[src/hw/rtl/sfd_pkg.sv]
// ----------------------------------------------------------------------------
// sfd_pkg
// Shared types, layout constants and decode helpers for the serial frame
// deframer.
// ----------------------------------------------------------------------------
package sfd_pkg;

	// frame layout
	localparam int BOOL_COUNT  = 8;
	localparam int BYTE_COUNT  = 4;
	localparam int SHORT_COUNT = 4;
	localparam int INT_COUNT   = 2;
	localparam int FLOAT_COUNT = 4;
	localparam int BOOL_BYTES  = BOOL_COUNT / 8 + 1;
	localparam int DATA_LEN    = BOOL_BYTES + BYTE_COUNT + SHORT_COUNT * 2 +
		INT_COUNT * 4 + FLOAT_COUNT * 4;
	// head, data, checksum, tail
	localparam int FRAME_LEN   = DATA_LEN + 3;
	localparam int TOTAL_FIELDS = BOOL_BYTES + BYTE_COUNT + SHORT_COUNT +
		INT_COUNT + FLOAT_COUNT;

	localparam int POS_W   = $clog2(FRAME_LEN + 1);
	localparam int MEM_DEPTH = 2 * DATA_LEN;
	localparam int ADDR_W  = $clog2(MEM_DEPTH);
	localparam int FCNT_W  = $clog2(TOTAL_FIELDS + 1);
	localparam int BYTE_W  = 8;
	localparam int VALUE_W = 32;

	localparam int JOBQ_DEPTH = 2;
	localparam int JOBQ_PTR_W = $clog2(JOBQ_DEPTH);
	localparam int JOBQ_CNT_W = $clog2(JOBQ_DEPTH + 1);

	localparam logic [BYTE_W-1:0] HEAD_RESET = 8'hA5;
	localparam logic [BYTE_W-1:0] TAIL_RESET = 8'h5A;

	localparam logic [ADDR_W-1:0] BANK1_BASE = ADDR_W'(DATA_LEN);

	typedef enum logic {
		REG_HEAD = 1'b0,
		REG_TAIL = 1'b1
	} reg_idx_t;

	typedef enum logic [2:0] {
		KIND_BOOL     = 3'd0,
		KIND_BYTE     = 3'd1,
		KIND_SHORT    = 3'd2,
		KIND_INT      = 3'd3,
		KIND_FLOAT    = 3'd4,
		KIND_BAD_SUM  = 3'd5,
		KIND_BAD_TAIL = 3'd6
	} kind_t;

	typedef enum logic [1:0] {
		JOB_DECODE   = 2'd0,
		JOB_BAD_SUM  = 2'd1,
		JOB_BAD_TAIL = 2'd2
	} job_op_t;

	typedef enum logic [1:0] {
		B_IDLE = 2'd0,
		B_READ = 2'd1,
		B_ACC  = 2'd2,
		B_EMIT = 2'd3
	} back_state_t;

	typedef struct packed {
		job_op_t           op;
		logic              bank;
		logic [BYTE_W-1:0] value;
	} job_t;

	typedef struct packed {
		logic valid;
		job_t job;
	} job_push_t;

	typedef struct packed {
		logic              en;
		logic [ADDR_W-1:0] addr;
		logic [BYTE_W-1:0] data;
	} mem_wr_t;

	typedef struct packed {
		logic en;
		logic bank;
	} bank_rel_t;

	// number of fields of a kind; error kinds carry none
	function automatic logic [3:0] kind_count(input kind_t k);
		logic [3:0] r;
		case (k)
			KIND_BOOL:  r = 4'(BOOL_BYTES);
			KIND_BYTE:  r = 4'(BYTE_COUNT);
			KIND_SHORT: r = 4'(SHORT_COUNT);
			KIND_INT:   r = 4'(INT_COUNT);
			KIND_FLOAT: r = 4'(FLOAT_COUNT);
			default:    r = 4'd0;
		endcase
		return r;
	endfunction

	// bytes per field of a kind
	function automatic logic [2:0] kind_bytes(input kind_t k);
		logic [2:0] r;
		case (k)
			KIND_SHORT:             r = 3'd2;
			KIND_INT, KIND_FLOAT:   r = 3'd4;
			default:                r = 3'd1;
		endcase
		return r;
	endfunction

	// next data kind in layout order that has fields
	function automatic kind_t next_kind(input kind_t k);
		kind_t r;
		logic  found;
		r = KIND_FLOAT;
		found = 1'b0;
		for (int j = 0; j < 5; j++) begin
			if (!found && (3'(j) > k) && (kind_count(kind_t'(3'(j))) != 4'd0)) begin
				r = kind_t'(3'(j));
				found = 1'b1;
			end
		end
		return r;
	endfunction

	// keep only the bits of a bool byte that carry bools
	function automatic logic [BYTE_W-1:0] bool_mask(input logic [3:0] idx);
		int lo;
		int bits;
		lo = 8 * int'(idx);
		bits = BOOL_COUNT - lo;
		if (BOOL_COUNT >= lo + 8)
			return 8'hFF;
		else if (BOOL_COUNT <= lo)
			return 8'h00;
		else
			return 8'((9'd1 << bits) - 9'd1);
	endfunction

endpackage

[src/hw/rtl/sfd_if.sv]
// ----------------------------------------------------------------------------
// sfd_if
// Valid/ready channels of the deframer: received bytes in, decoded fields out.
// ----------------------------------------------------------------------------
interface sfd_in_if;
	logic       valid;
	logic       ready;
	logic [7:0] rx_byte;

	modport source (output valid, output rx_byte, input ready);
	modport sink (input valid, input rx_byte, output ready);
endinterface

interface sfd_out_if;
	logic        valid;
	logic        ready;
	logic [2:0]  field_kind;
	logic [3:0]  field_index;
	logic [31:0] field_value;
	logic        last_field;

	modport source (output valid, output field_kind, output field_index,
		output field_value, output last_field, input ready);
	modport sink (input valid, input field_kind, input field_index,
		input field_value, input last_field, output ready);
endinterface

[src/hw/rtl/sfd_front.sv]
// ----------------------------------------------------------------------------
// sfd_front
// Byte front end: head/tail detection, position count, running sum, frame
// byte writes into the double-buffered store and job issue at frame end.
// ----------------------------------------------------------------------------
module sfd_front (
	input  logic               clk,
	input  logic               arst_n,
	input  logic               cfg_wen,
	input  sfd_pkg::reg_idx_t  cfg_index,
	input  logic [7:0]         cfg_data,
	sfd_in_if.sink             rx,
	input  logic               q_full,
	input  sfd_pkg::bank_rel_t rel,
	output sfd_pkg::job_push_t push,
	output sfd_pkg::mem_wr_t   mem_wr
);
	import sfd_pkg::*;

	logic [BYTE_W-1:0] head_q, tail_q;
	logic [POS_W-1:0]  pos_q, pos_d;
	logic [BYTE_W-1:0] sum_q, sum_d;
	logic [BYTE_W-1:0] chk_q, chk_d;
	logic              bank_q, bank_d;
	logic [1:0]        busy_q, busy_d;
	logic              accept;

	// a bank still being decoded must not be overwritten
	assign rx.ready = !q_full && !busy_q[bank_q];
	assign accept   = rx.valid && rx.ready;

	always_comb begin
		pos_d  = pos_q;
		sum_d  = sum_q;
		chk_d  = chk_q;
		bank_d = bank_q;
		busy_d = busy_q;
		push   = '0;
		mem_wr = '0;
		if (rel.en)
			busy_d[rel.bank] = 1'b0;
		if (accept) begin
			if (rx.rx_byte == head_q) begin
				pos_d = POS_W'(1);
				sum_d = '0;
			end else if (pos_q == '0 || pos_q >= POS_W'(FRAME_LEN)) begin
				pos_d = '0;
			end else begin
				if (pos_q <= POS_W'(FRAME_LEN - 3)) begin
					sum_d       = sum_q + rx.rx_byte;
					mem_wr.en   = 1'b1;
					mem_wr.addr = (bank_q ? BANK1_BASE : '0) + ADDR_W'(pos_q - POS_W'(1));
					mem_wr.data = rx.rx_byte;
				end
				if (pos_q == POS_W'(FRAME_LEN - 2))
					chk_d = rx.rx_byte;
				if (pos_q != POS_W'(FRAME_LEN - 1)) begin
					// early tail drops the frame silently
					pos_d = (rx.rx_byte == tail_q) ? '0 : pos_q + POS_W'(1);
				end else begin
					pos_d          = '0;
					push.valid     = 1'b1;
					push.job.bank  = bank_q;
					if (rx.rx_byte != tail_q) begin
						push.job.op    = JOB_BAD_TAIL;
						push.job.value = rx.rx_byte;
					end else if (sum_q != chk_q) begin
						push.job.op    = JOB_BAD_SUM;
						push.job.value = sum_q;
					end else begin
						push.job.op    = JOB_DECODE;
						push.job.value = '0;
						busy_d[bank_q] = 1'b1;
						bank_d         = !bank_q;
					end
				end
			end
		end
	end

	always_ff @(posedge clk or negedge arst_n) begin
		if (!arst_n) begin
			head_q <= HEAD_RESET;
			tail_q <= TAIL_RESET;
			pos_q  <= '0;
			sum_q  <= '0;
			bank_q <= 1'b0;
			busy_q <= '0;
		end else begin
			if (cfg_wen) begin
				unique case (cfg_index)
					REG_HEAD: head_q <= cfg_data;
					REG_TAIL: tail_q <= cfg_data;
					default:  head_q <= head_q;
				endcase
			end
			pos_q  <= pos_d;
			sum_q  <= sum_d;
			bank_q <= bank_d;
			busy_q <= busy_d;
		end
	end

	always_ff @(posedge clk) begin
		chk_q <= chk_d;
	end

`ifndef ASSERT_OFF
	a_no_write_busy_bank: assert property (@(posedge clk) disable iff (!arst_n)
		mem_wr.en |-> !busy_q[bank_q])
		else $error("frame byte written into a bank under decode");

	a_push_has_room: assert property (@(posedge clk) disable iff (!arst_n)
		push.valid |-> !q_full)
		else $error("job issued into a full queue");

	a_pos_in_frame: assert property (@(posedge clk) disable iff (!arst_n)
		pos_q < POS_W'(FRAME_LEN))
		else $error("byte position beyond frame length");
`endif

endmodule

[src/hw/rtl/sfd_jobq.sv]
// ----------------------------------------------------------------------------
// sfd_jobq
// Short FIFO of frame jobs between the byte front end and the decoder.
// ----------------------------------------------------------------------------
module sfd_jobq (
	input  logic               clk,
	input  logic               arst_n,
	input  sfd_pkg::job_push_t push,
	input  logic               pop,
	output logic               full,
	output logic               empty,
	output sfd_pkg::job_t      head
);
	import sfd_pkg::*;

	job_t                  slot_q [JOBQ_DEPTH];
	logic [JOBQ_PTR_W-1:0] wr_ptr_q, rd_ptr_q;
	logic [JOBQ_CNT_W-1:0] cnt_q;
	logic                  do_push, do_pop;

	assign full    = cnt_q == JOBQ_CNT_W'(JOBQ_DEPTH);
	assign empty   = cnt_q == '0;
	assign head    = slot_q[rd_ptr_q];
	assign do_push = push.valid && !full;
	assign do_pop  = pop && !empty;

	always_ff @(posedge clk or negedge arst_n) begin
		if (!arst_n) begin
			wr_ptr_q <= '0;
			rd_ptr_q <= '0;
			cnt_q    <= '0;
		end else begin
			if (do_push)
				wr_ptr_q <= wr_ptr_q + JOBQ_PTR_W'(1);
			if (do_pop)
				rd_ptr_q <= rd_ptr_q + JOBQ_PTR_W'(1);
			if (do_push && !do_pop)
				cnt_q <= cnt_q + JOBQ_CNT_W'(1);
			else if (do_pop && !do_push)
				cnt_q <= cnt_q - JOBQ_CNT_W'(1);
		end
	end

	always_ff @(posedge clk) begin
		if (do_push)
			slot_q[wr_ptr_q] <= push.job;
	end

endmodule

[src/hw/rtl/sfd_back.sv]
// ----------------------------------------------------------------------------
// sfd_back
// Decoder: holds the two-bank frame store, walks a finished frame byte by
// byte, assembles little-endian fields and drives the result register.
// ----------------------------------------------------------------------------
module sfd_back (
	input  logic               clk,
	input  logic               arst_n,
	input  sfd_pkg::mem_wr_t   mem_wr,
	input  logic               q_empty,
	input  sfd_pkg::job_t      q_job,
	output logic               pop,
	output sfd_pkg::bank_rel_t rel,
	sfd_out_if.source          res
);
	import sfd_pkg::*;

	logic [BYTE_W-1:0]  mem [MEM_DEPTH];
	logic [BYTE_W-1:0]  rdata_q;

	back_state_t        state_q, state_d;
	kind_t              kind_q;
	logic [3:0]         idx_q;
	logic [1:0]         byte_q;
	logic [FCNT_W-1:0]  fcnt_q;
	logic               err_q;
	logic               bank_q;
	logic [ADDR_W-1:0]  addr_q;
	logic [VALUE_W-1:0] value_q;

	logic               out_valid_q;
	kind_t              out_kind_q;
	logic [3:0]         out_idx_q;
	logic [VALUE_W-1:0] out_value_q;
	logic               out_last_q;

	logic               slot_free, field_done, is_last, load;

	assign slot_free  = !out_valid_q || res.ready;
	assign field_done = (3'(byte_q) + 3'd1) == kind_bytes(kind_q);
	assign is_last    = fcnt_q == FCNT_W'(TOTAL_FIELDS - 1);

	always_ff @(posedge clk) begin
		if (mem_wr.en)
			mem[mem_wr.addr] <= mem_wr.data;
		rdata_q <= mem[addr_q];
	end

	always_comb begin
		state_d = state_q;
		pop     = 1'b0;
		load    = 1'b0;
		rel     = '0;
		unique case (state_q)
			B_IDLE: begin
				if (!q_empty) begin
					pop     = 1'b1;
					state_d = (q_job.op == JOB_DECODE) ? B_READ : B_EMIT;
				end
			end
			B_READ: state_d = B_ACC;
			B_ACC:  state_d = field_done ? B_EMIT : B_READ;
			B_EMIT: begin
				if (slot_free) begin
					load = 1'b1;
					if (is_last) begin
						state_d  = B_IDLE;
						rel.en   = !err_q;
						rel.bank = bank_q;
					end else begin
						state_d = B_READ;
					end
				end
			end
			default: state_d = B_IDLE;
		endcase
	end

	always_ff @(posedge clk or negedge arst_n) begin
		if (!arst_n) begin
			state_q     <= B_IDLE;
			out_valid_q <= 1'b0;
		end else begin
			state_q <= state_d;
			if (load)
				out_valid_q <= 1'b1;
			else if (res.ready)
				out_valid_q <= 1'b0;
		end
	end

	always_ff @(posedge clk) begin
		if (pop) begin
			idx_q   <= '0;
			byte_q  <= '0;
			bank_q  <= q_job.bank;
			addr_q  <= q_job.bank ? BANK1_BASE : '0;
			value_q <= VALUE_W'(q_job.value);
			unique case (q_job.op)
				JOB_DECODE: begin
					kind_q <= KIND_BOOL;
					fcnt_q <= '0;
					err_q  <= 1'b0;
				end
				JOB_BAD_SUM: begin
					kind_q <= KIND_BAD_SUM;
					fcnt_q <= FCNT_W'(TOTAL_FIELDS - 1);
					err_q  <= 1'b1;
				end
				default: begin
					kind_q <= KIND_BAD_TAIL;
					fcnt_q <= FCNT_W'(TOTAL_FIELDS - 1);
					err_q  <= 1'b1;
				end
			endcase
		end else if (state_q == B_ACC) begin
			if (byte_q == 2'd0)
				value_q <= VALUE_W'(rdata_q);
			else
				value_q[8*byte_q +: 8] <= rdata_q;
			if (!field_done) begin
				byte_q <= byte_q + 2'd1;
				addr_q <= addr_q + ADDR_W'(1);
			end
		end else if (load && !is_last) begin
			addr_q <= addr_q + ADDR_W'(1);
			byte_q <= '0;
			fcnt_q <= fcnt_q + FCNT_W'(1);
			if (idx_q + 4'd1 == kind_count(kind_q)) begin
				kind_q <= next_kind(kind_q);
				idx_q  <= '0;
			end else begin
				idx_q <= idx_q + 4'd1;
			end
		end
	end

	always_ff @(posedge clk) begin
		if (load) begin
			out_kind_q  <= kind_q;
			out_idx_q   <= idx_q;
			out_value_q <= (kind_q == KIND_BOOL) ?
				(value_q & VALUE_W'(bool_mask(idx_q))) : value_q;
			out_last_q  <= is_last;
		end
	end

	assign res.valid       = out_valid_q;
	assign res.field_kind  = out_kind_q;
	assign res.field_index = out_idx_q;
	assign res.field_value = out_value_q;
	assign res.last_field  = out_last_q;

`ifndef ASSERT_OFF
	a_idx_in_kind: assert property (@(posedge clk) disable iff (!arst_n)
		(state_q != B_IDLE && !err_q) |-> (idx_q < kind_count(kind_q)))
		else $error("field index beyond its kind");

	a_addr_in_store: assert property (@(posedge clk) disable iff (!arst_n)
		(state_q == B_READ) |-> (addr_q < ADDR_W'(MEM_DEPTH)))
		else $error("store read beyond depth");

	a_release_ends_run: assert property (@(posedge clk) disable iff (!arst_n)
		rel.en |=> (state_q == B_IDLE && out_valid_q && res.last_field))
		else $error("bank released before the last field was loaded");
`endif

endmodule

[src/hw/rtl/serial_frame_deframer_checksum.sv]
// ----------------------------------------------------------------------------
// serial_frame_deframer_checksum
// Head/tail framed packet receiver with an 8-bit sum check and field decode.
// ----------------------------------------------------------------------------
// Usage:
//   rx carries received bytes, one per transaction; the byte path takes one
//   byte per cycle while rx.ready is high. res carries decoded fields in
//   layout order, one per transaction, last_field set on the final one of a
//   frame. A bad final tail or sum gives one bad-tail or bad-checksum result.
//   Registers (cfg_wen/cfg_index/cfg_data): head byte and tail byte; write
//   only while the block is idle.
//   An error result passes from the job queue through the decoder's EMIT
//   state into the result register. A good frame is read from the frame
//   store byte by byte (states READ then ACC per byte, EMIT per field).
//   The store has two banks, so one frame can be received while the previous
//   one is decoded; rx.ready drops if a third frame would need a bank still
//   in use or the job queue is full.
//   A stalled res holds its result and backs up the decoder, then rx.
//   Reset: no frame open, head 0xA5, tail 0x5A, queue and output empty.
// ----------------------------------------------------------------------------
module serial_frame_deframer_checksum (
	input  logic              clk,
	input  logic              arst_n,
	input  logic              cfg_wen,
	input  sfd_pkg::reg_idx_t cfg_index,
	input  logic [7:0]        cfg_data,
	sfd_in_if.sink            rx,
	sfd_out_if.source         res
);
	import sfd_pkg::*;

	job_push_t push;
	mem_wr_t   mem_wr;
	bank_rel_t rel;
	job_t      q_job;
	logic      q_full, q_empty, pop;

	sfd_front u_front (
		.clk       (clk),
		.arst_n    (arst_n),
		.cfg_wen   (cfg_wen),
		.cfg_index (cfg_index),
		.cfg_data  (cfg_data),
		.rx        (rx),
		.q_full    (q_full),
		.rel       (rel),
		.push      (push),
		.mem_wr    (mem_wr)
	);

	sfd_jobq u_jobq (
		.clk    (clk),
		.arst_n (arst_n),
		.push   (push),
		.pop    (pop),
		.full   (q_full),
		.empty  (q_empty),
		.head   (q_job)
	);

	sfd_back u_back (
		.clk     (clk),
		.arst_n  (arst_n),
		.mem_wr  (mem_wr),
		.q_empty (q_empty),
		.q_job   (q_job),
		.pop     (pop),
		.rel     (rel),
		.res     (res)
	);

endmodule
[src/flat_wrapper.sv]
// flat-port wrapper written by rule: the top's interface ports become plain ports
module serial_frame_deframer_checksum_flat import sfd_pkg::*;
  (clk, arst_n, cfg_wen, cfg_index, cfg_data, rx_valid, rx_rx_byte, rx_ready, res_valid, res_field_kind, res_field_index, res_field_value, res_last_field, res_ready);
  sfd_in_if rx_i ();
  sfd_out_if res_i ();
  input  logic clk;
  input  logic arst_n;
  input  logic cfg_wen;
  input  sfd_pkg::reg_idx_t cfg_index;
  input  logic [7:0] cfg_data;
  input wire logic [$bits(rx_i.valid)-1:0] rx_valid;
  input wire logic [$bits(rx_i.rx_byte)-1:0] rx_rx_byte;
  output wire logic [$bits(rx_i.ready)-1:0] rx_ready;
  output wire logic [$bits(res_i.valid)-1:0] res_valid;
  output wire logic [$bits(res_i.field_kind)-1:0] res_field_kind;
  output wire logic [$bits(res_i.field_index)-1:0] res_field_index;
  output wire logic [$bits(res_i.field_value)-1:0] res_field_value;
  output wire logic [$bits(res_i.last_field)-1:0] res_last_field;
  input wire logic [$bits(res_i.ready)-1:0] res_ready;
  assign rx_i.valid = rx_valid;
  assign rx_i.rx_byte = rx_rx_byte;
  assign rx_ready = rx_i.ready;
  assign res_valid = res_i.valid;
  assign res_field_kind = res_i.field_kind;
  assign res_field_index = res_i.field_index;
  assign res_field_value = res_i.field_value;
  assign res_last_field = res_i.last_field;
  assign res_i.ready = res_ready;
  serial_frame_deframer_checksum u_core (.clk(clk), .arst_n(arst_n), .cfg_wen(cfg_wen), .cfg_index(cfg_index), .cfg_data(cfg_data), .rx(rx_i), .res(res_i));
endmodule
[config.mk]
export PLATFORM = sky130hd
export DESIGN_NAME = serial_frame_deframer_checksum_flat
export DESIGN_NICKNAME = d
export VERILOG_FILES = /design/src/hw/rtl/sfd_pkg.sv /design/src/hw/rtl/sfd_if.sv /design/src/hw/rtl/sfd_front.sv /design/src/hw/rtl/sfd_jobq.sv /design/src/hw/rtl/sfd_back.sv /design/src/hw/rtl/serial_frame_deframer_checksum.sv /design/src/flat_wrapper.sv
export SDC_FILE = /design/constraint.sdc
export NUM_CORES = 1
export LEC_CHECK = 0
export BUFFER_PORTS_ARGS = -buffer_cell sky130_fd_sc_hd__buf_4
export CORE_MARGIN = 2
export CORE_UTILIZATION = 40
export DETAILED_ROUTE_END_ITERATION = 6
export GPL_ROUTABILITY_DRIVEN = 0
export PLACE_DENSITY_LB_ADDON = 0.05
export SKIP_LAST_GASP = 1
export SYNTH_ARGS = -nofsm -noshare
export SYNTH_HDL_FRONTEND = slang
export SYNTH_HIERARCHICAL = 1
export SYNTH_SLANG_ARGS = --single-unit
export TNS_END_PERCENT = 1
[constraint.sdc]
create_clock -name clk -period 5.4 [get_ports clk]
set_clock_uncertainty 0.15 [all_clocks]
set_input_delay 0.27 -clock clk [delete_from_list [all_inputs] [get_ports clk]]
set_output_delay 0.27 -clock clk [all_outputs]
set_load 0.05 [all_outputs]
==> flow_summary.json <==
{
  "drt-total-wl_um": 79400,
  "min_period_ns": 4.10,
  "synth_warnings": 6,
  "clk_pin_slew_ns": 0.05,
  "track_usage": 0.195,
  "dpl.hpwl_um": 50700,
  "synth_cells": 1818,
  "ys.flop_type": "edfxtp_1",
  "path_class": "reg -> reg",
  "peakVddDrop_mv": 0.291,
  "outcome": "finished, final reports clean",
  "first_iter_violations": 1741,
  "yosysTopAreaCell": "edfxtp_1",
  "p_total_mw": 20.3,
  "grt_pass1_wl_um": 117000,
  "drc": 0,
  "grt_antenna_before_repair": 4,
  "nNetsFinal": 2022,
  "fin_tns_setup_ns": 0,
  "arrival_ns": 4.19,
  "yosysSeqAreaShare": 0.717,
  "via_per_inst": 5.51,
  "end_kind": "flip-flop",
  "boundaryPins": 64,
  "layout-area-overhead-vs-synth_pct": 15.5,
  "syn_area_um2": 31900,
  "hold_viol": 0,
  "max_freq_mhz": 244,
  "min_path_type": "in -> reg",
  "r2r_start": "u_core/u_front/pos_q[0]$_DFFE_PN0P_",
  "avgSynthCellArea_um2": 17.6,
  "cts_made_buffers": 85,
  "synth_top_area_frac": 0.662,
  "vias": 17007,
  "maxCapViolCount": 0,
  "grt_max_degree": 83,
  "maxSlewViolCount": 0,
  "p_leak_nw": 12.5,
  "min_from": "cfg_index",
  "grt_pass1_vias": 17278,
  "dieWidth_um": 286,
  "cp.required_ns": 5.50,
  "ctsRootBufferMaster": "clkbuf_16",
  "ys_async_sr_fraction": 0.0512,
  "cp-endpoint": "u_core/u_back/mem[37][0]$_DFFE_PP_",
  "final_antenna_net_count": 0,
  "die-area_um2": 82000,
  "cts_tree": "built",
  "setup.worst_path.start": "u_core/u_front/pos_q[0]$_DFFE_PN0P_",
  "r2r_slack_ns": 1.30,
  "final_common_cell": "edfxtp_1",
  "reg2reg_to": "u_core/u_back/mem[37][0]$_DFFE_PP_",
  "drive_gt1_frac": 0.222,
  "ys_types": 74,
  "die_y_um": 286,
  "drt_pre_antenna_iters": 5,
  "power.density_nw_per_um2": 551,
  "worst_skew_pair.late_latency_ns": 0.64,
  "synth-edff-count": 703,
  "setup_viol": 0,
  "core_area_um2": 79000,
  "slew_headroom": 0.162,
  "fin_crit_sh": 0.759,
  "synthTopCellsByArea": "edfxtp_1 66%, mux4_2 10%, dfrtp_1 2.5%",
  "wl_per_cell_um": 25.7,
  "portBuffers": 63,
  "synth_nets": 1873,
  "rows": 103,
  "worst_setup_path_start_kind": "flip-flop",
  "critPathMaxFanout": 15,
  "cts_buffer_depth": 3,
  "rr_worst_depth": 8,
  "synth_seq_cells": 781,
  "cts.sinks": 781,
  "htree_num_levels": 3,
  "grt_overflow": 0,
  "worst_pin_slew_ns": 1.25,
  "rsz0062_at_grt": "false",
  "start_util": 0.404,
  "final_cell_mix": "703 x edfxtp_1, 146 x nor2_1, 145 x mux4_2"
}
-- flip-flops by register name (all words and copies together) (netlist names), 7 cells and up --
name,flops
u_core/u_back/addr_q,7
u_core/u_back/mem,608
u_core/u_back/rdata_q,8
u_core/u_back/res.field_value,32
u_core/u_back/value_q,32
u_core/u_front/chk_q,8
u_core/u_front/head_q,8
u_core/u_front/sum_q,8
u_core/u_front/tail_q,8
u_core/u_jobq/slot_q,22
-- routing by layer --
layer	vias to the layer above	global-route usage	wire, um	part of all wire
met2	488	0.308	37400	0.47
met1	8871	0.276	35400	0.45
met5	-	0	0	0
li1	7518	-	-	-
met4	0	0.0575	2310	0.029
met3	130	0.0365	4340	0.055
-- layout make-up --
cell class | instances | area, um^2
inverters | 33 | 124
multi-input cells | 921 | 8500
clock buffers | 114 | 2350
fillers | 6708 | 42200
flip-flops and latches | 781 | 22900
clock inverters | 42 | 438
well taps | 1050 | 1310
diodes | 1 | 2.50
repair buffers | 145 | 1240
-- worst min-delay path by stage --
stage | endpoint | slack [ns] | depth (start not counted)
2_1_floorplan | u_core/u_back/res.valid$_DFFE_PN0P_ | -0.18 | 0
3_3_place_gp | u_core/u_front/tail_q[0]$_DFFE_PN0P_ | 0.15 | 1
3_5_place_dp | u_core/u_front/tail_q[2]$_DFFE_PN0P_ | 0.15 | 1
4_1_cts | u_core/u_front/head_q[6]$_DFFE_PN0P_ | 0.008 | 3
5_1_grt | u_core/u_front/head_q[7]$_DFFE_PN1P_ | 0.04 | 3
6_report | u_core/u_front/head_q[1]$_DFFE_PN0P_ | 0.04 | 3
-- report_power, final --
part	leakage [nW]	switching [mW]	internal (mW)
clock	1.36	2.34	3.48
combinational	3.91	4.15	2.38
sequential	7.27	0.450	7.52
total	12.5	6.94	13.4
-- cell families (layout without fill, tap and decap cells) --
kind of cell,after synthesis,in the layout,synth area share
AOI/OAI and AO/OA,190,190,0.0413
xor gates and xnor gates,46,46,0.0129
adders and majority gates,33,33,0.0134
buffers and inverters,116,334,0.0172
DFF,781,781,0.717
muxes,231,231,0.133
other,0,1,0
and+or+nand+nor,421,421,0.0649
-- worst max-delay path: stages (launching register included) --
cell and delay, ns:
dfrtp_1 0.50, inv_1 0.13, ha_1 0.23, nand4_1 0.11, o21a_1 0.47, nand2_2 0.20
nor2_1 0.45, nand3_1 0.66, nor2_1 0.83
-- per-stage QoR --
step                instance area (um^2)  setup WS (ns)  cells  utilization  hold slack, ns
finish                             36800           1.30   3087        0.466          0.0426
global route                       36800          0.920   3086        0.466          0.0385
CTS                                36800           1.26   3086        0.466         0.00812
global placement                   33900           1.33   2910        0.429           0.149
detailed placement                 33900           1.27   2910        0.429           0.154
floorplan                          31900           1.89   1818            -          -0.176
-- cell usage after synthesis, types with 13 or more instances --
cell type and count:
a211oi_1 13, buf_2 25, mux4_2 145, mux2_2 36, nand2_1 75, clkbuf_1 39, dfxtp_1 38, nor2b_1 59
nor3_1 15, o21ai_0 22, a21oi_1 32, nor2_1 147, inv_1 31, mux2i_1 35, xor2_1 33, a22oi_1 43
nand3_1 45, ha_1 31, edfxtp_1 703, dfrtp_1 32, and3_1 19
-- repair_timing --
item	in CTS	in global routing
endpoints found under the hold margin	88	0
setup buffers	0	0
resized for setup	0	0
hold buffers	20	0
Power figures use the tool's default switching activity.
